**src/hdl/wid_pkg.sv**
```systemverilog
// ----------------------------------------------------------------------------
// wid_pkg
// Types and constants shared by the windowed interval downtime block.
// ----------------------------------------------------------------------------
package wid_pkg;

  localparam int unsigned LINK_W    = 3;
  localparam int unsigned DAYS_W    = 11;
  localparam int unsigned TIME_W    = 32;
  localparam int unsigned DOWN_W    = 27;
  localparam int unsigned UP_W      = 14;
  localparam int unsigned SPAN_W    = 28;
  localparam int unsigned NUM_W     = UP_W + SPAN_W;
  localparam int unsigned DIV_STEPS = UP_W;
  localparam int unsigned CNT_W     = $clog2(DIV_STEPS);

  localparam logic [16:0]       SECS_PER_DAY = 17'd86400;
  localparam logic [DOWN_W-1:0] DOWN_MAX     = {DOWN_W{1'b1}};
  localparam logic [UP_W-1:0]   FULL_UPTIME  = 14'd10000;

  typedef enum logic {
    OP_EVENT = 1'b0,
    OP_CLOSE = 1'b1
  } op_t;

  typedef enum logic [1:0] {
    CFG_TARGET_LINK = 2'd0,
    CFG_WINDOW_DAYS = 2'd1,
    CFG_NOW_TIME    = 2'd2,
    CFG_CLOCK_VALID = 2'd3
  } cfg_idx_t;

  typedef struct packed {
    logic [LINK_W-1:0] target_link;
    logic [SPAN_W-1:0] span;
    logic [TIME_W-1:0] now;
    logic [TIME_W-1:0] win_start;
    logic              win_ok;
  } win_cfg_t;

  typedef struct packed {
    logic              close;
    logic              add;
    logic [TIME_W-1:0] lo;
    logic [TIME_W-1:0] hi;
  } q_entry_t;

  typedef enum logic [1:0] {
    B_RUN,
    B_MUL,
    B_DIV,
    B_DONE
  } back_state_t;

endpackage

```
**src/hdl/wid_ifs.sv**
```systemverilog
// ----------------------------------------------------------------------------
// wid_in_if / wid_out_if
// Valid/ready channels for input items and results.
// ----------------------------------------------------------------------------
interface wid_in_if import wid_pkg::*; ();
  logic              valid;
  logic              ready;
  logic              op;
  logic [LINK_W-1:0] event_link;
  logic [TIME_W-1:0] event_start;
  logic [TIME_W-1:0] event_end;
  logic              active_failure;
  logic [TIME_W-1:0] active_start;

  modport source (
    output valid, op, event_link, event_start, event_end, active_failure, active_start,
    input  ready
  );
  modport sink (
    input  valid, op, event_link, event_start, event_end, active_failure, active_start,
    output ready
  );
endinterface

interface wid_out_if import wid_pkg::*; ();
  logic              valid;
  logic              ready;
  logic [DOWN_W-1:0] downtime_seconds;
  logic [UP_W-1:0]   uptime_hundredths;

  modport source (
    output valid, downtime_seconds, uptime_hundredths,
    input  ready
  );
  modport sink (
    input  valid, downtime_seconds, uptime_hundredths,
    output ready
  );
endinterface

```
**src/hdl/wid_front.sv**
```systemverilog
// ----------------------------------------------------------------------------
// wid_front
// Accepts items, filters them and clips intervals to the window.
// ----------------------------------------------------------------------------
module wid_front import wid_pkg::*; #(
  parameter int unsigned LINK_COUNT = 8
) (
  input  logic     clk,
  input  logic     rst_n,
  input  win_cfg_t cfg,
  wid_in_if.sink   in_ch,
  output logic     q_push,
  output q_entry_t q_data,
  input  logic     q_ready
);

  logic              stg_v_r;
  logic              stg_op_r;
  logic [LINK_W-1:0] stg_link_r;
  logic [TIME_W-1:0] stg_start_r;
  logic [TIME_W-1:0] stg_end_r;
  logic              stg_act_r;
  logic [TIME_W-1:0] stg_act_start_r;

  logic              is_close;
  logic              keep;
  logic [TIME_W-1:0] raw_lo;
  logic [TIME_W-1:0] raw_hi;
  logic [TIME_W-1:0] clip_lo;
  logic [TIME_W-1:0] clip_hi;
  logic              need_push;
  logic              stg_done;
  logic              in_xfer;

  always_comb begin
    is_close = (stg_op_r == OP_CLOSE);
    if (is_close) begin
      raw_lo = stg_act_start_r;
      raw_hi = cfg.now;
      keep   = cfg.win_ok && stg_act_r && (stg_act_start_r != '0);
    end else begin
      raw_lo = stg_start_r;
      raw_hi = stg_end_r;
      keep   = cfg.win_ok && (stg_start_r != '0) && (stg_link_r == cfg.target_link) &&
               (32'(stg_link_r) < LINK_COUNT);
    end
    clip_lo   = (raw_lo < cfg.win_start) ? cfg.win_start : raw_lo;
    clip_hi   = (raw_hi > cfg.now) ? cfg.now : raw_hi;
    q_data.close = is_close;
    q_data.add   = keep && (clip_hi > clip_lo);
    q_data.lo    = clip_lo;
    q_data.hi    = clip_hi;
    need_push = is_close || q_data.add;
    stg_done  = !need_push || q_ready;
  end

  assign q_push      = stg_v_r && need_push && q_ready;
  assign in_ch.ready = !stg_v_r || stg_done;
  assign in_xfer     = in_ch.valid && in_ch.ready;

  always_ff @(posedge clk) begin
    if (!rst_n) begin
      stg_v_r <= 1'b0;
    end else if (in_xfer) begin
      stg_v_r <= 1'b1;
    end else if (stg_done) begin
      stg_v_r <= 1'b0;
    end
  end

  always_ff @(posedge clk) begin
    if (in_xfer) begin
      stg_op_r        <= in_ch.op;
      stg_link_r      <= in_ch.event_link;
      stg_start_r     <= in_ch.event_start;
      stg_end_r       <= in_ch.event_end;
      stg_act_r       <= in_ch.active_failure;
      stg_act_start_r <= in_ch.active_start;
    end
  end

endmodule

```
**src/hdl/wid_fifo.sv**
```systemverilog
// ----------------------------------------------------------------------------
// wid_fifo
// Short queue of clipped intervals between front and back.
// ----------------------------------------------------------------------------
module wid_fifo import wid_pkg::*; #(
  parameter int unsigned DEPTH = 4
) (
  input  logic     clk,
  input  logic     rst_n,
  input  logic     push,
  input  q_entry_t din,
  output logic     ready,
  input  logic     pop,
  output logic     valid,
  output q_entry_t dout
);

  localparam int unsigned PTR_W = $clog2(DEPTH);
  localparam int unsigned CNT_W = $clog2(DEPTH + 1);

  q_entry_t           mem_r [DEPTH];
  logic [PTR_W-1:0]   wr_ptr_r;
  logic [PTR_W-1:0]   rd_ptr_r;
  logic [CNT_W-1:0]   cnt_r;
  logic               do_push;
  logic               do_pop;

  assign ready   = (cnt_r != CNT_W'(DEPTH));
  assign valid   = (cnt_r != '0);
  assign dout    = mem_r[rd_ptr_r];
  assign do_push = push && ready;
  assign do_pop  = pop && valid;

  always_ff @(posedge clk) begin
    if (!rst_n) begin
      wr_ptr_r <= '0;
      rd_ptr_r <= '0;
      cnt_r    <= '0;
    end else begin
      if (do_push) begin
        wr_ptr_r <= (wr_ptr_r == PTR_W'(DEPTH - 1)) ? '0 : wr_ptr_r + 1'b1;
      end
      if (do_pop) begin
        rd_ptr_r <= (rd_ptr_r == PTR_W'(DEPTH - 1)) ? '0 : rd_ptr_r + 1'b1;
      end
      if (do_push && !do_pop) begin
        cnt_r <= cnt_r + 1'b1;
      end else if (do_pop && !do_push) begin
        cnt_r <= cnt_r - 1'b1;
      end
    end
  end

  always_ff @(posedge clk) begin
    if (do_push) begin
      mem_r[wr_ptr_r] <= din;
    end
  end

endmodule

```
**src/hdl/wid_back.sv**
```systemverilog
// ----------------------------------------------------------------------------
// wid_back
// Union accumulation of clipped intervals; uptime by restoring division.
// ----------------------------------------------------------------------------
module wid_back import wid_pkg::*; (
  input  logic     clk,
  input  logic     rst_n,
  input  win_cfg_t cfg,
  input  logic     q_valid,
  input  q_entry_t q_head,
  output logic     q_pop,
  wid_out_if.source out_ch
);

  back_state_t       state_r;
  back_state_t       state_nxt;
  logic [DOWN_W-1:0] down_r;
  logic [TIME_W-1:0] lat_r;
  logic [DOWN_W-1:0] dsnap_r;
  logic [NUM_W-1:0]  rem_r;
  logic [NUM_W-1:0]  dsh_r;
  logic [UP_W-1:0]   quo_r;
  logic [CNT_W-1:0]  cnt_r;
  logic              out_valid_r;
  logic [DOWN_W-1:0] out_down_r;
  logic [UP_W-1:0]   out_up_r;

  logic              out_free;
  logic              out_load;
  logic              special;
  logic [UP_W-1:0]   special_val;
  logic [SPAN_W-1:0] diff;
  logic [TIME_W-1:0] le;
  logic [TIME_W-1:0] base;
  logic [TIME_W-1:0] gain;
  logic [DOWN_W:0]   sum;
  logic [DOWN_W-1:0] sum_sat;
  logic [DOWN_W-1:0] down_upd;
  logic [TIME_W-1:0] lat_upd;
  logic              rem_ge;

  // union add
  always_comb begin
    le       = (lat_r > cfg.win_start) ? lat_r : cfg.win_start;
    base     = (q_head.lo > le) ? q_head.lo : le;
    gain     = (q_head.hi > base) ? q_head.hi - base : '0;
    sum      = (DOWN_W + 1)'(down_r) + (DOWN_W + 1)'(gain);
    sum_sat  = (sum > (DOWN_W + 1)'(DOWN_MAX)) ? DOWN_MAX : sum[DOWN_W-1:0];
    down_upd = q_head.add ? sum_sat : down_r;
    lat_upd  = (q_head.hi > le) ? q_head.hi : le;
  end

  always_comb begin
    special     = 1'b0;
    special_val = '0;
    if (cfg.span == '0) begin
      special     = 1'b1;
      special_val = FULL_UPTIME;
    end else if (SPAN_W'(dsnap_r) > cfg.span) begin
      special     = 1'b1;
    end
    diff   = cfg.span - SPAN_W'(dsnap_r);
    rem_ge = (rem_r >= dsh_r);
  end

  assign out_free = !out_valid_r || out_ch.ready;

  always_comb begin
    state_nxt = state_r;
    case (state_r)
      B_RUN:  if (q_valid && q_head.close) state_nxt = B_MUL;
      B_MUL:  state_nxt = special ? B_DONE : B_DIV;
      B_DIV:  if (cnt_r == CNT_W'(DIV_STEPS - 1)) state_nxt = B_DONE;
      B_DONE: if (out_free) state_nxt = B_RUN;
      default: state_nxt = B_RUN;
    endcase
  end

  always_comb begin
    q_pop    = 1'b0;
    out_load = 1'b0;
    case (state_r)
      B_RUN:  q_pop = q_valid;
      B_DONE: out_load = out_free;
      default: begin
        q_pop    = 1'b0;
        out_load = 1'b0;
      end
    endcase
  end

  always_ff @(posedge clk) begin
    if (!rst_n) begin
      state_r     <= B_RUN;
      down_r      <= '0;
      lat_r       <= '0;
      out_valid_r <= 1'b0;
    end else begin
      state_r <= state_nxt;
      if (q_pop) begin
        if (q_head.close) begin
          down_r <= '0;
          lat_r  <= '0;
        end else if (q_head.add) begin
          down_r <= sum_sat;
          lat_r  <= lat_upd;
        end
      end
      if (out_load) begin
        out_valid_r <= 1'b1;
      end else if (out_ch.ready) begin
        out_valid_r <= 1'b0;
      end
    end
  end

  always_ff @(posedge clk) begin
    if (q_pop && q_head.close) begin
      dsnap_r <= cfg.win_ok ? down_upd : '0;
    end
    case (state_r)
      B_MUL: begin
        rem_r <= NUM_W'(FULL_UPTIME) * NUM_W'(diff);
        dsh_r <= NUM_W'({cfg.span, {(DIV_STEPS - 1){1'b0}}});
        quo_r <= special_val;
        cnt_r <= '0;
      end
      B_DIV: begin
        if (rem_ge) begin
          rem_r <= rem_r - dsh_r;
        end
        quo_r <= {quo_r[UP_W-2:0], rem_ge};
        dsh_r <= dsh_r >> 1;
        cnt_r <= cnt_r + 1'b1;
      end
      default: begin
      end
    endcase
    if (out_load) begin
      out_down_r <= dsnap_r;
      out_up_r   <= quo_r;
    end
  end

  assign out_ch.valid             = out_valid_r;
  assign out_ch.downtime_seconds  = out_down_r;
  assign out_ch.uptime_hundredths = out_up_r;

endmodule

```
**src/hdl/windowed_interval_downtime.sv**
```systemverilog
// ----------------------------------------------------------------------------
// windowed_interval_downtime
// Event records: one per cycle while the queue has room, through the staging
// register and the queue into the sum. Close item: multiply, divide and done
// states, then output register; no division when none is needed (zero period
// or downtime past it). Later items wait for the 14-step restoring divider.
// Synchronous active-low reset restores register defaults and clears the sum.
// ----------------------------------------------------------------------------
module windowed_interval_downtime import wid_pkg::*; #(
  parameter int unsigned LINK_COUNT  = 8,
  parameter int unsigned QUEUE_DEPTH = 4
) (
  input  logic        clk,
  input  logic        rst_n,
  input  logic        cfg_we,
  input  logic [1:0]  cfg_idx,
  input  logic [31:0] cfg_wdata,
  wid_in_if.sink      in_ch,
  wid_out_if.source   out_ch
);

  logic [LINK_W-1:0] target_link_r;
  logic [SPAN_W-1:0] span_r;
  logic [TIME_W-1:0] now_r;
  logic              clock_valid_r;
  logic [TIME_W-1:0] ws_r;
  logic              ok_r;

  win_cfg_t cfg;
  logic     q_push;
  logic     q_ready;
  logic     q_valid;
  logic     q_pop;
  q_entry_t q_in;
  q_entry_t q_head;

  always_ff @(posedge clk) begin
    if (!rst_n) begin
      target_link_r <= '0;
      span_r        <= SPAN_W'(SECS_PER_DAY);
      now_r         <= '0;
      clock_valid_r <= 1'b0;
      ws_r          <= '0;
      ok_r          <= 1'b0;
    end else begin
      if (cfg_we) begin
        case (cfg_idx_t'(cfg_idx))
          CFG_TARGET_LINK: target_link_r <= cfg_wdata[LINK_W-1:0];
          CFG_WINDOW_DAYS: span_r <= SPAN_W'(cfg_wdata[DAYS_W-1:0]) * SPAN_W'(SECS_PER_DAY);
          CFG_NOW_TIME:    now_r <= cfg_wdata[TIME_W-1:0];
          CFG_CLOCK_VALID: clock_valid_r <= cfg_wdata[0];
          default: begin
          end
        endcase
      end
      ws_r <= now_r - TIME_W'(span_r);
      ok_r <= clock_valid_r && (TIME_W'(span_r) < now_r);
    end
  end

  assign cfg.target_link = target_link_r;
  assign cfg.span        = span_r;
  assign cfg.now         = now_r;
  assign cfg.win_start   = ws_r;
  assign cfg.win_ok      = ok_r;

  wid_front #(
    .LINK_COUNT (LINK_COUNT)
  ) u_front (
    .clk     (clk),
    .rst_n   (rst_n),
    .cfg     (cfg),
    .in_ch   (in_ch),
    .q_push  (q_push),
    .q_data  (q_in),
    .q_ready (q_ready)
  );

  wid_fifo #(
    .DEPTH (QUEUE_DEPTH)
  ) u_fifo (
    .clk   (clk),
    .rst_n (rst_n),
    .push  (q_push),
    .din   (q_in),
    .ready (q_ready),
    .pop   (q_pop),
    .valid (q_valid),
    .dout  (q_head)
  );

  wid_back u_back (
    .clk     (clk),
    .rst_n   (rst_n),
    .cfg     (cfg),
    .q_valid (q_valid),
    .q_head  (q_head),
    .q_pop   (q_pop),
    .out_ch  (out_ch)
  );

  a_up_bound: assert property (@(posedge clk) disable iff (!rst_n)
    out_ch.valid |-> out_ch.uptime_hundredths <= FULL_UPTIME)
    else $error("uptime above full scale");

  a_zero_down_full_up: assert property (@(posedge clk) disable iff (!rst_n)
    (out_ch.valid && span_r != '0 && out_ch.downtime_seconds == '0)
      |-> out_ch.uptime_hundredths == FULL_UPTIME)
    else $error("no downtime but uptime not full");

  a_invalid_clock: assert property (@(posedge clk) disable iff (!rst_n)
    (out_ch.valid && !clock_valid_r) |-> out_ch.downtime_seconds == '0)
    else $error("downtime reported with invalid clock");

endmodule

```
**src/flat_wrapper.sv**
```systemverilog
// flat-port wrapper written by rule: the top's interface ports become plain ports
module windowed_interval_downtime_flat import wid_pkg::*;
#(
  parameter int unsigned LINK_COUNT  = 8,
  parameter int unsigned QUEUE_DEPTH = 4
)
  (clk, rst_n, cfg_we, cfg_idx, cfg_wdata, in_ch_valid, in_ch_op, in_ch_event_link, in_ch_event_start, in_ch_event_end, in_ch_active_failure, in_ch_active_start, in_ch_ready, out_ch_valid, out_ch_downtime_seconds, out_ch_uptime_hundredths, out_ch_ready);
  wid_in_if in_ch_i ();
  wid_out_if out_ch_i ();
  input  logic clk;
  input  logic rst_n;
  input  logic cfg_we;
  input  logic [1:0] cfg_idx;
  input  logic [31:0] cfg_wdata;
  input wire logic [$bits(in_ch_i.valid)-1:0] in_ch_valid;
  input wire logic [$bits(in_ch_i.op)-1:0] in_ch_op;
  input wire logic [$bits(in_ch_i.event_link)-1:0] in_ch_event_link;
  input wire logic [$bits(in_ch_i.event_start)-1:0] in_ch_event_start;
  input wire logic [$bits(in_ch_i.event_end)-1:0] in_ch_event_end;
  input wire logic [$bits(in_ch_i.active_failure)-1:0] in_ch_active_failure;
  input wire logic [$bits(in_ch_i.active_start)-1:0] in_ch_active_start;
  output wire logic [$bits(in_ch_i.ready)-1:0] in_ch_ready;
  output wire logic [$bits(out_ch_i.valid)-1:0] out_ch_valid;
  output wire logic [$bits(out_ch_i.downtime_seconds)-1:0] out_ch_downtime_seconds;
  output wire logic [$bits(out_ch_i.uptime_hundredths)-1:0] out_ch_uptime_hundredths;
  input wire logic [$bits(out_ch_i.ready)-1:0] out_ch_ready;
  assign in_ch_i.valid = in_ch_valid;
  assign in_ch_i.op = in_ch_op;
  assign in_ch_i.event_link = in_ch_event_link;
  assign in_ch_i.event_start = in_ch_event_start;
  assign in_ch_i.event_end = in_ch_event_end;
  assign in_ch_i.active_failure = in_ch_active_failure;
  assign in_ch_i.active_start = in_ch_active_start;
  assign in_ch_ready = in_ch_i.ready;
  assign out_ch_valid = out_ch_i.valid;
  assign out_ch_downtime_seconds = out_ch_i.downtime_seconds;
  assign out_ch_uptime_hundredths = out_ch_i.uptime_hundredths;
  assign out_ch_i.ready = out_ch_ready;
  windowed_interval_downtime #(.LINK_COUNT(LINK_COUNT), .QUEUE_DEPTH(QUEUE_DEPTH)) u_core (.clk(clk), .rst_n(rst_n), .cfg_we(cfg_we), .cfg_idx(cfg_idx), .cfg_wdata(cfg_wdata), .in_ch(in_ch_i), .out_ch(out_ch_i));
endmodule
```
**config.mk**
```make
export PLATFORM = sky130hd
export DESIGN_NAME = windowed_interval_downtime_flat
export DESIGN_NICKNAME = d
export VERILOG_FILES = /design/src/hdl/wid_pkg.sv /design/src/hdl/wid_ifs.sv /design/src/hdl/wid_front.sv /design/src/hdl/wid_fifo.sv /design/src/hdl/wid_back.sv /design/src/hdl/windowed_interval_downtime.sv /design/src/flat_wrapper.sv
export SDC_FILE = /design/constraint.sdc
export NUM_CORES = 2
export LEC_CHECK = 0
export BUFFER_PORTS_ARGS = -buffer_cell sky130_fd_sc_hd__buf_2
export CAP_MARGIN = 10
export CORE_MARGIN = 2
export CORE_UTILIZATION = 39
export DETAILED_ROUTE_END_ITERATION = 10
export PLACE_DENSITY = 0.57
export REMOVE_ABC_BUFFERS = 1
export SETUP_SLACK_MARGIN = 0.5
export SKIP_CTS_REPAIR_TIMING = 1
export SKIP_LAST_GASP = 1
export SLEW_MARGIN = 15
export SYNTH_ARGS = -nofsm -noshare
export SYNTH_HDL_FRONTEND = slang
export SYNTH_HIERARCHICAL = 1
export SYNTH_SLANG_ARGS = --single-unit
```
**constraint.sdc**
```tcl
create_clock -name clk -period 25.8 [get_ports clk]
set_clock_uncertainty 0.15 [all_clocks]
set_input_delay 1.29 -clock clk [delete_from_list [all_inputs] [get_ports clk]]
set_output_delay 1.29 -clock clk [all_outputs]
set_load 0.01 [all_outputs]
```
* After elaboration in Yosys (flattened, before gate mapping)
Memory sizes are Yosys's and may differ from the RTL's. A register that Yosys moved wholly into a read port is not among the register bits.
Index checks and enable logic that the tools add are counted.
** Operators by class
- Add/subtract/negate cells :: 10
- Multipliers :: 2
- Magnitude comparators :: 11
- Eq/ne operators :: 15
- Multiplexer cells :: 41
- Reduce and logical (&&, ||, !) cells :: 42
** Operator list (number)
- $mux W32 :: 9
- $gt A32 B32 Y1 :: 6
- $pmux W42 S2 :: 2
- $mux W27 :: 3
- $reduce_bool A32 Y1 :: 2
- $ge A42 B42 Y1 :: 1
- $mux W42 :: 1
- $sub A42 B42 Y42 :: 1
- $mul A10 B28 Y38 const A :: 1
- $lt A28 B32 Y1 :: 1
- $lt A32 B32 Y1 :: 1
- $sub A32 B28 Y32 :: 1
- $add A27 B28 Y28 :: 1
- $gt A27 B28 Y1 :: 1
- $gt A28 B27 Y1 const B :: 1
- $logic_not A28 Y1 :: 1
- $mux W28 :: 1
- $pmux W14 S2 :: 1
- $sub A28 B27 Y28 :: 1
- $sub A28 B28 Y28 :: 1
- $mul A11 B10 Y21 const B :: 1
- $logic_and A1 B1 Y1 :: 15
- $mux W14 :: 1
- $mux W2 :: 7
- other kinds (21) :: 60
** Storage, ports and cells
- Register bits after elaboration :: 431
- Memory bits (writable) :: 264
- Input port bits :: 140
- Output and inout port bits :: 43
- Word-level logic and storage cells :: 149
- Memories :: 1
** Memory list
- u_core.u_fifo.mem_r :: words 4, width 66, read ports 1, clocked after memory_dff 1, write ports 1, line wid_fifo.sv:21 : q_entry_t mem_r [DEPTH];

* Logic depth before layout (Yosys ltp)
- Depth after elaboration :: 13
- Depth in mapped cells :: 46
- Depth with buffers taken out :: 43

* Hierarchy
The synthesis kept the hierarchy.
** Modules (own cells, without submodules)
- wid_back :: times used 1, cells each 2639, area each 23521.3 um2, seq. area each 6316.1 um2
- wid_fifo :: times used 1, cells each 395, area each 10000.8 um2, seq. area each 8107.8 um2
- wid_front :: times used 1, cells each 616, area each 7539.7 um2, seq. area each 3052.9 um2
- windowed_interval_downtime :: times used 1, cells each 703, area each 6048.3 um2, seq. area each 1801.7 um2

* Worst setup path after synthesis
OpenSTA, ideal clock, no wires.
- Kind :: reg-to-reg
- Start :: reg u_core.u_front.stg_op_r, in the netlist u_core/u_front/is_close
- End :: reg u_core.u_front.stg_op_r, in the netlist u_core/u_front/is_close (enable)
- Library setup time :: 572 ps
- Arrival time :: 9465 ps
- Required time :: 25078 ps
- Setup slack :: 15613 ps
- Stages on the path, launching flop included :: 21
- Buffers on the path :: 3
- Clock period less this slack :: 10187 ps
- Cell sequence :: edfxtp_1 -> buf_1 -> clkbuf_1 -> mux2_2 -> ha_1 -> o21ai_0 -> a21oi_1 -> a2111oi_2 -> o21ai_0 -> a311o_1 -> a31oi_2 -> buf_4 -> mux2_2 -> ha_1 -> a21o_1 -> a221o_1 -> a221oi_1 -> a31oi_1 -> o311ai_1 -> a21oi_1 -> nor2b_1
** RTL lines
- from (decl) :: line wid_front.sv:18 : logic stg_op_r;
- from (signal assigned) :: line wid_front.sv:73 : stg_op_r <= in_ch.op;

* Final worst setup path
- Start :: reg u_core.ws_r[27]
- End :: reg u_core.u_back.dsnap_r[5], data pin
** On the way
- Cells in the longest elaborated chain, start to end :: 10
- Elaborated cells on any way between the ends :: 11
- Classes of those cells :: add/sub (2); order compare (4); mux (5)
** RTL lines
- from (decl) :: line windowed_interval_downtime.sv:26 : logic [TIME_W-1:0] ws_r;
- from (signal assigned) :: line windowed_interval_downtime.sv:56 : ws_r <= now_r - TIME_W'(span_r);
- $gt A32 B32 Y1 :: line wid_back.sv:44 : le = (lat_r > cfg.win_start) ? lat_r : cfg.win_start;
- $mux W32 (*) :: line wid_back.sv:44
- $gt A32 B32 Y1 :: line wid_back.sv:45 : base = (q_head.lo > le) ? q_head.lo : le;
- $mux W32 (*) :: line wid_back.sv:45
- $sub A28 B28 Y28 / $gt A32 B32 Y1 (equally long branches) :: line wid_back.sv:46 : gain = (q_head.hi > base) ? q_head.hi - base : '0;
- $mux W28 (*) :: line wid_back.sv:46
- $add A27 B28 Y28 (*) :: line wid_back.sv:47 : sum = (DOWN_W + 1)'(down_r) + (DOWN_W + 1)'(gain);
- $gt A28 B27 Y1 :: line wid_back.sv:48 : sum_sat = (sum > (DOWN_W + 1)'(DOWN_MAX)) ? DOWN_MAX : sum[DOWN_W-1:0];
- $mux W27 (*) :: line wid_back.sv:48
- $mux W27 (*)
- to (signal assigned) :: line wid_back.sv:119 : dsnap_r <= cfg.win_ok ? down_upd : '0;
- to (decl) :: line wid_back.sv:19 : logic [DOWN_W-1:0] dsnap_r;
Every way passes the cells marked *; elsewhere a longest branch is shown, timed or not.
A chain may end at the register's enable or synchronous reset.

==> impl_results.md <==
- CP delay by family, top: compound AO/OA/AOI/OAI gates
- Die Wd: ~350 µm
- HP Class: register to register
- Fin crit share: 45.9%
- Largest net degree at the start of global routing: between 80 and 90
- CTS tree: yes
- Post-synth ARST share: 0%
- RSZ-0062 raised after global routing: false
- Post-layout min period: around 12000 ps
- Die area: between 100000 and 150000 µm²
- Die Y: 352 µm
- Least-Margin Pin Slew: around 1200 ps
- Status: completed
- Cts bufs inserted: a little over 80
- Share of post-route cells with drive strength above 1: about 14%
- Bufs and invs on worst path: 5
- Row count: about 130
- Area delta synth->final: 11.9%
- Slew Viols, Final: 0
- All-Layer GR Usage: a little over a fifth
- Max Freq: between 80 and 90 MHz
- Critical-path top delay cell: nor4_1
- IO Count: around 180
- Initial DRC count: ~2700
- Setup TNS: 0 ps
- Clk root buf: clkbuf_16
- CP endpoint kind: register
- Drt drc: 0
- Clk sinks: slightly below 700
- Routed WL: roughly 130000 µm
- ANT nets after route: 0
- Ys Warns: 6
- HPWL Detailed: ~100000 µm
- Worst R2R Setup Slack: around 14000 ps
- Most frequent CP cell: ha_1
- Port Buffers: 182
- Post-synthesis cell count: around 4400
- Final hold viol count: 0
- DRT Pass-1 Iters: 7
- Fin util: a little over two fifths
- Post-synthesis register bit count: between 600 and 700
- Post-synth EDFFs: approximately 530
- Clk slew on worst S/H paths: ~60 ps
- Crit path kind: register to register
- Vias in the first global route: approximately 33000
- Max Buffers Root-to-Sink: 3
- Worst-skew pair later-pin latency: between 600 and 700 ps
- Distinct cells, synth: between 100 and 150
- Gpl congestion: approximately 0.96
- Sequential fraction of the synthesis area: 40.9%
- Core Area: about 120000 µm²
- Arrival time at the worst endpoint: ~12000 ps
- Routed WL per cell: 21.4 µm
- Top_reg_cell synth: edfxtp_1
- Max Cap Violations: 0
- Cell Area, Synth: ~47000 µm²
- Synth Area per Inst: 10.8 µm²
- Crit start category: register
- Initial antenna violation count: 6
- Global-route wire length before repair: 202000 µm
- Initial core utilization: about two fifths
- H-tree Lvls: 3
- Critical Path RT: around 26000 ps
- Max-slew headroom at the worst pin: between 10% and 20%
- GRT Residual Overflow: 0
- Setup Viol. Count Final: 0
- Via density: 5.40
- Crit path largest cell delay: between 600 and 700 ps
- Vias: around 34000
- Number of nets in the finished design: around 5300
- Worst Path Max Fanout: 26
[cell families (layout without fill, tap and decap cells)]
logic type | count (synthesis) | count (layout) | synth area share, %
buf+inv | 661 | 917 | 5.66
flops | 696 | 696 | 40.9
compound gates | 917 | 917 | 12.5
xor+xnor | 166 | 166 | 3.12
simple gates | 918 | 918 | 9.51
mux | 376 | 376 | 10.4
fa+ha+maj | 618 | 618 | 17.9
other cells | 1 | 22 | 0.00796
[path summary, 6_finish.rpt]
kind	start	endpoint	depth (start not counted)
hold / removal	u_core/u_back/quo_r[13]	u_core/u_back/out_ch.uptime_hundredths[13]	0
setup reg to reg	u_core/ws_r[27]	u_core/u_back/dsnap_r[5]	41
hold reg to reg	u_core/u_back/quo_r[13]	u_core/u_back/out_ch.uptime_hundredths[13]	0
setup / recovery	u_core/ws_r[27]	u_core/u_back/dsnap_r[5]	41
[flip-flops by register name, indices dropped and copies added (netlist names), 3 cells and up, named ones only]
signal / count
u_core/now_r: 32
u_core/span_r: 21
u_core/target_link_r: 3
u_core/u_back/cnt_r: 4
u_core/u_back/down_r: 27
u_core/u_back/dsh_r: 41
u_core/u_back/dsnap_r: 27
u_core/u_back/lat_r: 32
u_core/u_back/out_ch.downtime_seconds: 27
u_core/u_back/out_ch.uptime_hundredths: 14
u_core/u_back/quo_r: 14
u_core/u_back/rem_r: 42
u_core/u_fifo/cnt_r: 3
u_core/u_fifo/mem_r: 264
u_core/u_front/stg_act_start_r: 32
u_core/u_front/stg_end_r: 32
u_core/u_front/stg_link_r: 3
u_core/u_front/stg_start_r: 32
u_core/ws_r: 32
[metrics by stage]
| stage | std cells | setup slack (ps) | instance area, µm² | hold WS, ps |
|---|---|---|---|---|
| 2_1_floorplan | 4257 | 10790 | 46600 | 250 |
| 3_3_place_gp | 6085 | 14430 | 49900 | 255 |
| 3_5_place_dp | 6085 | 14280 | 49900 | 259 |
| 4_1_cts | 6241 | 14180 | 52700 | 272 |
| 5_1_grt | 6241 | 13070 | 52700 | 294 |
| 6_report | 6242 | 13960 | 52700 | 269 |
[final cells by class]
class	instances	area [µm²]
diodes	1	2.50
clock buffers	113	2310
clock inverters	43	515
fillers	11400	67100
inverters	545	2050
multi-input cells	3016	25400
flip-flops and latches	696	19300
well taps	1612	2020
repair buffers	216	1170
[layout by cell type, fill, tap and decap left out, types with 50 or more instances in the layout]
| cell | netlist | final |
|---|---|---|
| inv_1 | 543 | 543 |
| edfxtp_1 | 534 | 534 |
| ha_1 | 525 | 523 |
| nand2_1 | 292 | 292 |
| a21oi_1 | 290 | 288 |
| nor2_1 | 200 | 199 |
| o21ai_0 | 192 | 192 |
| buf_2 | 13 | 182 |
| dfxtp_1 | 162 | 160 |
| mux2_2 | 159 | 159 |
| a21o_1 | 128 | 128 |
| mux2i_1 | 122 | 122 |
| fa_1 | 93 | 93 |
| clkbuf_16 | 0 | 85 |
| xnor2_1 | 84 | 84 |
| xor2_1 | 80 | 80 |
| mux4_2 | 66 | 66 |
| nand4_1 | 64 | 64 |
| nand3_1 | 60 | 60 |
| nor3_1 | 50 | 50 |
[layer usage]
layer  GRT usage, %  routed length [µm]  up-vias
met5              0                   0        -
met4           7.54                4650        0
met3           3.58                7620      200
met2           34.0               59700      909
met1           30.0               61600    16400
li1               -                   -    16200
[synthesized netlist by cell type, drive strengths merged (60+ instances only)]
master	number	area share, %
nand2	292	2.3
mux2i	123	2.6
o21ai	210	2.3
a21oi	292	3.1
nand3	60	0.64
a21o	128	2.0
xor2	81	1.5
mux2	187	4.6
xnor2	85	1.6
edfxtp	534	34
nand4	64	0.85
nor2	200	1.6
ha	525	14
clkbuf	73	0.58
mux4	66	3.2
inv	543	4.3
fa	93	4.0
dfxtp	162	6.9
Power is not shown: default switching activity piles up to over one toggle a cycle in this logic, so the estimate is an artifact.
